--- config.mk ---
export PLATFORM = sky130hd
export DESIGN_NAME = command_retry_slot_table_core
export DESIGN_NICKNAME = d
export VERILOG_FILES = /design/src/design/crst_pkg.sv /design/src/design/command_retry_slot_table_core.sv /design/src/design/crst_ram.sv /design/src/design/crst_engine.sv
export SDC_FILE = /design/constraint.sdc
export NUM_CORES = 2
export LEC_CHECK = 0
export ABC_AREA = 1
export BUFFER_PORTS_ARGS = -buffer_cell sky130_fd_sc_hd__clkbuf_2
export CAP_MARGIN = 20
export CORE_MARGIN = 5
export CORE_UTILIZATION = 45
export DETAILED_ROUTE_END_ITERATION = 6
export PLACE_DENSITY = 0.58
export SKIP_CTS_REPAIR_TIMING = 1
export SYNTH_ARGS = -nofsm -noshare
export SYNTH_HDL_FRONTEND = slang
export SYNTH_HIERARCHICAL = 1
export SYNTH_SLANG_ARGS = --single-unit
--- constraint.sdc ---
create_clock -name clk -period 6 [get_ports clk]
set_input_delay 0.6 -clock clk [delete_from_list [all_inputs] [get_ports clk]]
set_output_delay 0.6 -clock clk [all_outputs]
set_load 0.01 [all_outputs]
--- src/design/crst_pkg.sv ---
`default_nettype none
package crst_pkg;

  // Table geometry.
  localparam int SLOTS  = 64;
  localparam int SLOT_W = (SLOTS > 1) ? $clog2(SLOTS) : 1;
  localparam int IDX_W  = $clog2(SLOTS + 1);

  // Configuration register map and reset value.
  localparam int          REG_RETRY_LIMIT   = 0;
  localparam logic [3:0]  RETRY_LIMIT_RESET = 4'd5;

  typedef enum logic [1:0] {
    REQ_PUSH    = 2'd0,
    REQ_SERVICE = 2'd1,
    REQ_REPORT  = 2'd2
  } req_type_t;

  typedef enum logic [2:0] {
    ST_STORED  = 3'd0,
    ST_FULL    = 3'd1,
    ST_NONE    = 3'd2,
    ST_ISSUED  = 3'd3,
    ST_REPORT  = 3'd4
  } status_t;

  typedef struct packed {
    req_type_t   req_type;
    logic [7:0]  cmd_byte;
    logic [7:0]  value_byte;
    logic [5:0]  report_slot;
    logic        write_ok;
  } req_t;

  typedef struct packed {
    status_t     status;
    logic [7:0]  issued_cmd;
    logic [7:0]  issued_value;
    logic [5:0]  issued_slot;
    logic [6:0]  given_up_count;
  } res_t;

  // One slot's stored contents.
  typedef struct packed {
    logic [7:0]  cmd;
    logic [7:0]  value;
    logic [3:0]  retries;
  } entry_t;

  localparam int ENTRY_W = $bits(entry_t);

endpackage
`default_nettype wire

--- src/design/command_retry_slot_table_core.sv ---
// Push: stores into the lowest free slot, found by scanning the pending flags upward.
// Service: scans the slot memory one slot per cycle, stopping at the first issue;
// report and unused requests go straight to the result.
// One request is worked at a time; the next beat can be taken once the result is out.
// Reset (rst, synchronous, active high) clears all pending flags at once and sets
// retry_limit to 5; slot contents need no clearing pass.
`default_nettype none
module command_retry_slot_table_core import crst_pkg::*; (
  input  wire logic        clk,
  input  wire logic        rst,
  input  wire logic        psel,
  input  wire logic        penable,
  input  wire logic        pwrite,
  input  wire logic [2:0]  paddr,
  input  wire logic [31:0] pwdata,
  output logic      [31:0] prdata,
  output logic             pready,
  input  wire logic        in_valid,
  output logic             in_stall,
  input  wire req_t        in_data,
  output logic             out_valid,
  input  wire logic        out_stall,
  output res_t             out_data
);

  logic [3:0] retry_limit;
  logic       reg_sel;

  assign pready  = 1'b1;
  assign reg_sel = (int'(paddr[2:2]) == REG_RETRY_LIMIT);

  // Configuration register write.
  always_ff @(posedge clk) begin
    if (rst) begin
      retry_limit <= RETRY_LIMIT_RESET;
    end else if (psel && penable && pwrite && pready && reg_sel) begin
      retry_limit <= pwdata[3:0];
    end
  end

  // Register readback.
  always_comb begin
    prdata = '0;
    if (reg_sel) begin
      prdata = {28'd0, retry_limit};
    end
  end

  crst_engine u_engine (
    .clk         (clk),
    .rst         (rst),
    .retry_limit (retry_limit),
    .in_valid    (in_valid),
    .in_stall    (in_stall),
    .in_data     (in_data),
    .out_valid   (out_valid),
    .out_stall   (out_stall),
    .out_data    (out_data)
  );

endmodule
`default_nettype wire

--- src/design/crst_ram.sv ---
`default_nettype none
module crst_ram #(
  parameter int WIDTH = 8,
  parameter int DEPTH = 64,
  localparam int AW = (DEPTH > 1) ? $clog2(DEPTH) : 1
) (
  input  wire logic             clk,
  input  wire logic             we,
  input  wire logic [AW-1:0]    waddr,
  input  wire logic [WIDTH-1:0] wdata,
  input  wire logic [AW-1:0]    raddr,
  output logic      [WIDTH-1:0] rdata
);

  logic [WIDTH-1:0] mem [DEPTH];

  // One write port and one registered read port.
  always_ff @(posedge clk) begin
    if (we) begin
      mem[waddr] <= wdata;
    end
    rdata <= mem[raddr];
  end

endmodule
`default_nettype wire

--- src/design/crst_engine.sv ---
`default_nettype none
module crst_engine import crst_pkg::*; (
  input  wire logic       clk,
  input  wire logic       rst,
  input  wire logic [3:0] retry_limit,
  input  wire logic       in_valid,
  output logic            in_stall,
  input  wire req_t       in_data,
  output logic            out_valid,
  input  wire logic       out_stall,
  output res_t            out_data
);

  typedef enum logic [1:0] {
    S_IDLE,
    S_PUSH,
    S_SVC,
    S_RESULT
  } state_t;

  state_t             state, state_next;
  logic [IDX_W-1:0]   idx, idx_next;
  logic               chk_vld, chk_vld_next;
  logic [SLOT_W-1:0]  chk_idx, chk_idx_next;
  logic [6:0]         gave, gave_next;
  logic [SLOTS-1:0]   pending, pending_next;
  logic [7:0]         cmd, cmd_next;
  logic [7:0]         value, value_next;
  res_t               res, res_next;
  logic               out_valid_next;
  res_t               out_data_next;

  logic               ram_we;
  logic [SLOT_W-1:0]  ram_waddr;
  entry_t             ram_wdata;
  logic [SLOT_W-1:0]  cur;
  entry_t             ram_rdata;
  logic [ENTRY_W-1:0] ram_rbits;

  assign cur       = idx[SLOT_W-1:0];
  assign ram_rdata = entry_t'(ram_rbits);
  assign in_stall  = (state != S_IDLE);

  crst_ram #(
    .WIDTH (ENTRY_W),
    .DEPTH (SLOTS)
  ) u_ram (
    .clk   (clk),
    .we    (ram_we),
    .waddr (ram_waddr),
    .wdata (ram_wdata),
    .raddr (cur),
    .rdata (ram_rbits)
  );

  // Sequencer: push scans the pending flags, service scans the slot memory
  // with the read of one slot overlapping the check of the previous one.
  always_comb begin
    state_next     = state;
    idx_next       = idx;
    chk_vld_next   = chk_vld;
    chk_idx_next   = chk_idx;
    gave_next      = gave;
    pending_next   = pending;
    cmd_next       = cmd;
    value_next     = value;
    res_next       = res;
    out_valid_next = out_valid;
    out_data_next  = out_data;
    ram_we         = 1'b0;
    ram_waddr      = cur;
    ram_wdata      = '0;

    // The output beat leaves when it is taken.
    if (out_valid && !out_stall) begin
      out_valid_next = 1'b0;
    end

    case (state)
      S_IDLE: begin
        if (in_valid) begin
          idx_next     = '0;
          chk_vld_next = 1'b0;
          gave_next    = '0;
          cmd_next     = in_data.cmd_byte;
          value_next   = in_data.value_byte;
          res_next     = '{status: ST_NONE, default: '0};
          case (in_data.req_type)
            REQ_PUSH:    state_next = S_PUSH;
            REQ_SERVICE: state_next = S_SVC;
            REQ_REPORT: begin
              if (in_data.write_ok && (int'(in_data.report_slot) < SLOTS)) begin
                pending_next[SLOT_W'(in_data.report_slot)] = 1'b0;
              end
              res_next.status = ST_REPORT;
              state_next      = S_RESULT;
            end
            default: state_next = S_RESULT;
          endcase
        end
      end

      S_PUSH: begin
        if (!pending[cur]) begin
          ram_we             = 1'b1;
          ram_waddr          = cur;
          ram_wdata          = '{cmd: cmd, value: value, retries: 4'd0};
          pending_next[cur]  = 1'b1;
          res_next.status      = ST_STORED;
          res_next.issued_slot = 6'(cur);
          state_next         = S_RESULT;
        end else if (int'(cur) == SLOTS - 1) begin
          res_next.status = ST_FULL;
          state_next      = S_RESULT;
        end else begin
          idx_next = idx + 1'b1;
        end
      end

      S_SVC: begin
        // Read side: fetch the next slot while one is left.
        if (int'(idx) < SLOTS) begin
          idx_next     = idx + 1'b1;
          chk_vld_next = 1'b1;
          chk_idx_next = cur;
        end else begin
          chk_vld_next = 1'b0;
        end
        // Check side: act on the slot fetched in the previous cycle.
        if (chk_vld) begin
          if (pending[chk_idx] && (ram_rdata.retries < retry_limit)) begin
            ram_we    = 1'b1;
            ram_waddr = chk_idx;
            ram_wdata = '{cmd: ram_rdata.cmd, value: ram_rdata.value,
                          retries: ram_rdata.retries + 4'd1};
            res_next  = '{status: ST_ISSUED, issued_cmd: ram_rdata.cmd,
                          issued_value: ram_rdata.value,
                          issued_slot: 6'(chk_idx), given_up_count: gave};
            state_next = S_RESULT;
          end else begin
            if (pending[chk_idx]) begin
              pending_next[chk_idx] = 1'b0;
              gave_next = gave + 7'd1;
            end
            if (int'(chk_idx) == SLOTS - 1) begin
              res_next = '{status: ST_NONE, given_up_count: gave_next, default: '0};
              state_next = S_RESULT;
            end
          end
        end
      end

      S_RESULT: begin
        if (!out_valid || !out_stall) begin
          out_valid_next = 1'b1;
          out_data_next  = res;
          state_next     = S_IDLE;
        end
      end

      default: state_next = S_IDLE;
    endcase
  end

  // State, flags and the output register.
  always_ff @(posedge clk) begin
    if (rst) begin
      state     <= S_IDLE;
      pending   <= '0;
      out_valid <= 1'b0;
      chk_vld   <= 1'b0;
    end else begin
      state     <= state_next;
      pending   <= pending_next;
      out_valid <= out_valid_next;
      chk_vld   <= chk_vld_next;
    end
    idx      <= idx_next;
    chk_idx  <= chk_idx_next;
    gave     <= gave_next;
    cmd      <= cmd_next;
    value    <= value_next;
    res      <= res_next;
    out_data <= out_data_next;
  end

endmodule
`default_nettype wire

==> results by group <==
Timing
  • Fmax: around 200 MHz
  • Final Setup Violations: 0
  • Unrepaired setup endpoints after global routing: no
  • Hold Violations, Final: 0
  • Setup_tns: 0 ns
  • Max Slew Vio Count: 0
  • Clock Skews: 0.0242 ns
  • Worst-Margin Slew: ~1.1 ns
  • Tmin final: 5.03 ns
  • Slew headroom: 0.271
  • Crit share post-route: 0.838

Final layout
  • Area of the multi-input gates: 17200 um2
  • Final nets: 5972
  • Register Area: approximately 43000 um2
  • # fillers: 12367
  • Layout area overhead: 12.3%
  • Share of cells above drive strength 1: 0.0971
  • Final instance area: 70600 um2
  • Post-layout util: 0.507

Synth
  • Cell variety after synth: 38
  • Ys Warns: 6
  • Synth Area in XOR/XNOR: 0.000836
  • Most instantiated library cell after synthesis: nand2_1
  • Post-synth top cells: nand2_1, edfxtp_1, nand3_1, buf_2, inv_1
  • Yosys top cell area share: 0.659
  • Synth Area in Simple Gates: 0.233
  • Adder-Cell Fraction of Synth Area: 0.00219
  • Asr flop ratio synth: 0
  • Post-synthesis cell area: 62900 um2
  • Avg Cell Area, Syn: 10.8 um2
  • #FFs+latches synth: approximately 1500
  • Post-synth top flop: edfxtp_1
  • Number of flops mapped to enable cells by yosys: 1380
  • Proportion of synthesized area in mux cells: 0.000159
  • Cells after Synth: a little under 6000
  • Sequential area share after synthesis: 0.688
  • Cell taking the most area after synthesis: edfxtp_1
  • Synth Area in Compound Gates: 0.0314
  • Main combinational cell family by area after synthesis: simple AND/OR/NAND/NOR gates
  • Largest cells by area after synthesis: edfxtp_1, nand2_1, nand3_1

GRT
  • Largest net degree at the start of global routing: ~180
  • First-pass GRT wire length: 269 mm
  • GRT Util Overall: 0.245
  • Antenna violations before repair: 3
  • Number of global-route vias before repair: 40469
  • GRT overflow: 0

Place
  • Post-DP Area: 65600 um2
  • Routability congestion estimate: 0.961
  • IO Port Bufs: 74
  • Hpwl dp: ~110 mm

Route
  • Vias/cell: between 5 and 6
  • DR vias: 43843
  • Residual DRC: 0
  • Violation count after the first detailed-route iteration: 4845
  • Met3 wire len: 15.1 mm
  • DRT Wirelength: between 150 and 200 mm
  • ANT nets after route: 0
  • Highest routed layer: met4
  • DRT Pass-1 Iters: 6
  • Avg WL per Cell: 23.2 um
  • Met1 WL: 77.2 mm
  • DR WL met2: 83.0 mm

Clock tree
  • Skew-Pair Late Insertion Delay: 0.79 ns
  • Reg clk slew, reported paths: 0.06 ns
  • CTS H-tree lvls: 4
  • CTS max path bufs: 3
  • Clock tree root driver cell: clkbuf_16
  • CTS tree: yes
  • Clk sinks: 1472
  • Total CTS buffers: between 150 and 200

Floorplanning
  • Initial core utilization: 0.452
  • Core footprint: around 140000 um2
  • Die X-Extent: 384 um
  • Die height: 384 um
  • Die ar.: 147000 um2
  • Io pins: 134
  • Row cnt: 137

Status
  • Status: finished, final reports clean

Worst hold path
  • Hold_sp: in_data[9]
  • Worst hold path type: in2reg
  • WHS Path Cells: 1

Critical path
  • Critical Path RT: 6.44 ns
  • Kind of critical path: reg2reg
  • Worst-path fanout max: 20
  • Worst EP arrival: 5.47 ns
  • Worst R2R Path Depth: 18
  • Worst setup EP type: register
  • CP Launch Type: register
  • Critical path origin: u_engine/chk_idx[1]
  • Worst r2r src: u_engine/chk_idx[1]

Power and ir drop
  • P_leak: 25.4 nW
  • Internal: 20.0 mW
  • Combinational power share: 0.355
  • Seq pwr share: 0.367
  • PwrDens: 468 nW/um2
  • Maximum vdd drop: 0.379 mV
  • Clk network pwr share: 0.278
  • Sw frac: 0.395
  • Switching Power: 13.1 mW

Flow run
  • Max-cap viol count: 0
==> critical path, stage by stage, from the launching register on <==
cell      delay (ns)
edfxtp_1        0.52
buf_4           0.23
nor2_1          0.41
o211ai_1        0.16
nand2_1         0.10
o21ai_1         0.09
nand2_1         0.08
nor2_1          0.05
nand2_2         0.25
nand2_2         0.14
nor2_4          0.14
nand2_2         0.20
nor2_4          0.39
inv_2           0.20
nand2_1         0.31
buf_4           0.19
nand4_1         0.44
nor4_2          0.36
buf_4           0.40
==> final timing paths <==
path	end	slack (ns)
max	u_engine/u_ram/mem[49][6]	0.97
min	u_engine/value[2]	0.04
max reg2reg	u_engine/u_ram/mem[49][6]	0.97
min reg2reg	u_engine/out_data[2]	0.42
==> layout make-up <==
class	count	share of cell area
inverters	191	0.0104
well taps	1876	0.0332
flip-flops and latches	1472	0.613
clock inverters	78	0.00935
diodes	1	0.0000354
repair buffers	256	0.0318
clock buffers	192	0.0586
multi-input cells	3818	0.244
==> routing by layer <==
layer  vias up  track usage
li1      20426            -
met1     21291        0.346
met2      1788        0.375
met3       338       0.0458
met4         0       0.0970
met5         -            0
==> power groups by stage <==
stage               Combinational (mW)  Sequential (mW)  Clock [mW]
floorplan                         7.48             12.3           0
global placement                  11.5             12.3           0
detailed placement                11.6             12.3           0
CTS                               11.6             12.1        9.38
global route                      12.7             12.2        9.81
finish                            11.7             12.1        9.20
==> cells in the final DEF (no fill, tap or decap), types with 4 or more instances in the layout <==
| master | netlist | routed |
|---|---|---|
| nand2_1 | 2003 | 1988 |
| edfxtp_1 | 1380 | 1380 |
| nand3_1 | 1215 | 1215 |
| inv_1 | 176 | 176 |
| clkbuf_16 | 0 | 159 |
| buf_4 | 67 | 127 |
| dfxtp_1 | 92 | 92 |
| a21oi_1 | 92 | 90 |
| o22ai_1 | 83 | 83 |
| nor2_1 | 137 | 77 |
| clkbuf_2 | 0 | 76 |
| o21ai_0 | 65 | 65 |
| nor2_2 | 7 | 63 |
| o31ai_1 | 36 | 36 |
| clkinv_1 | 2 | 34 |
| buf_12 | 0 | 33 |
| conb_1 | 2 | 29 |
| clkbuf_1 | 81 | 28 |
| a31oi_1 | 24 | 24 |
| nand2_2 | 7 | 22 |
| clkinv_2 | 0 | 21 |
| o21ai_1 | 20 | 20 |
| nor3_1 | 19 | 18 |
| dlygate4sd3_1 | 0 | 15 |
| nand4_1 | 13 | 13 |
| o211ai_1 | 11 | 11 |
| inv_2 | 13 | 10 |
| nand3_2 | 10 | 10 |
| ha_1 | 11 | 10 |
| bufinv_16 | 0 | 9 |
| nor2_4 | 4 | 8 |
| inv_6 | 0 | 8 |
| nor4_2 | 0 | 8 |
| xor2_1 | 5 | 5 |
| o221ai_1 | 5 | 5 |
| buf_8 | 0 | 5 |
| clkinvlp_4 | 0 | 4 |
| clkinv_8 | 0 | 4 |
==> kinds of logic (layout without fill, tap and decap cells) <==
| logic type | after synthesis | count (layout) |
|---|---|---|
| adders and majority gates | 11 | 11 |
| buffers and inverters | 582 | 717 |
| xor gates and xnor gates | 6 | 6 |
| DFF | 1472 | 1472 |
| muxes | 1 | 1 |
| AOI/OAI and AO/OA | 339 | 339 |
| other | 2 | 30 |
| and+or+nand+nor | 3432 | 3432 |
==> stage by stage <==
step	cells	worst slack, ns	hold WS (ns)	power [mW]
final	7884	0.973	0.0432	33.1
after global placement	7590	1.04	0.401	23.8
after floorplan	5872	1.01	0.400	19.7
after detailed placement	7593	0.982	0.405	23.9
after global routing	7883	0.744	0.00273	34.7
after CTS	7863	0.932	-0.0878	33.1
==> registers in the layout, summed over array words and instances (netlist names) <==
name and count:
u_engine/pending 64, u_engine/idx 7, u_engine/cmd 8, u_engine/u_ram/mem 1280
u_engine/state 2, u_engine/chk_vld 1, u_engine/out_data 32, u_engine/res 32
u_engine/out_valid 1, u_engine/u_ram/rdata 20, u_engine/value 8, retry_limit 4
u_engine/chk_idx 6, u_engine/gave 7
Power figures use the tool's default switching activity.
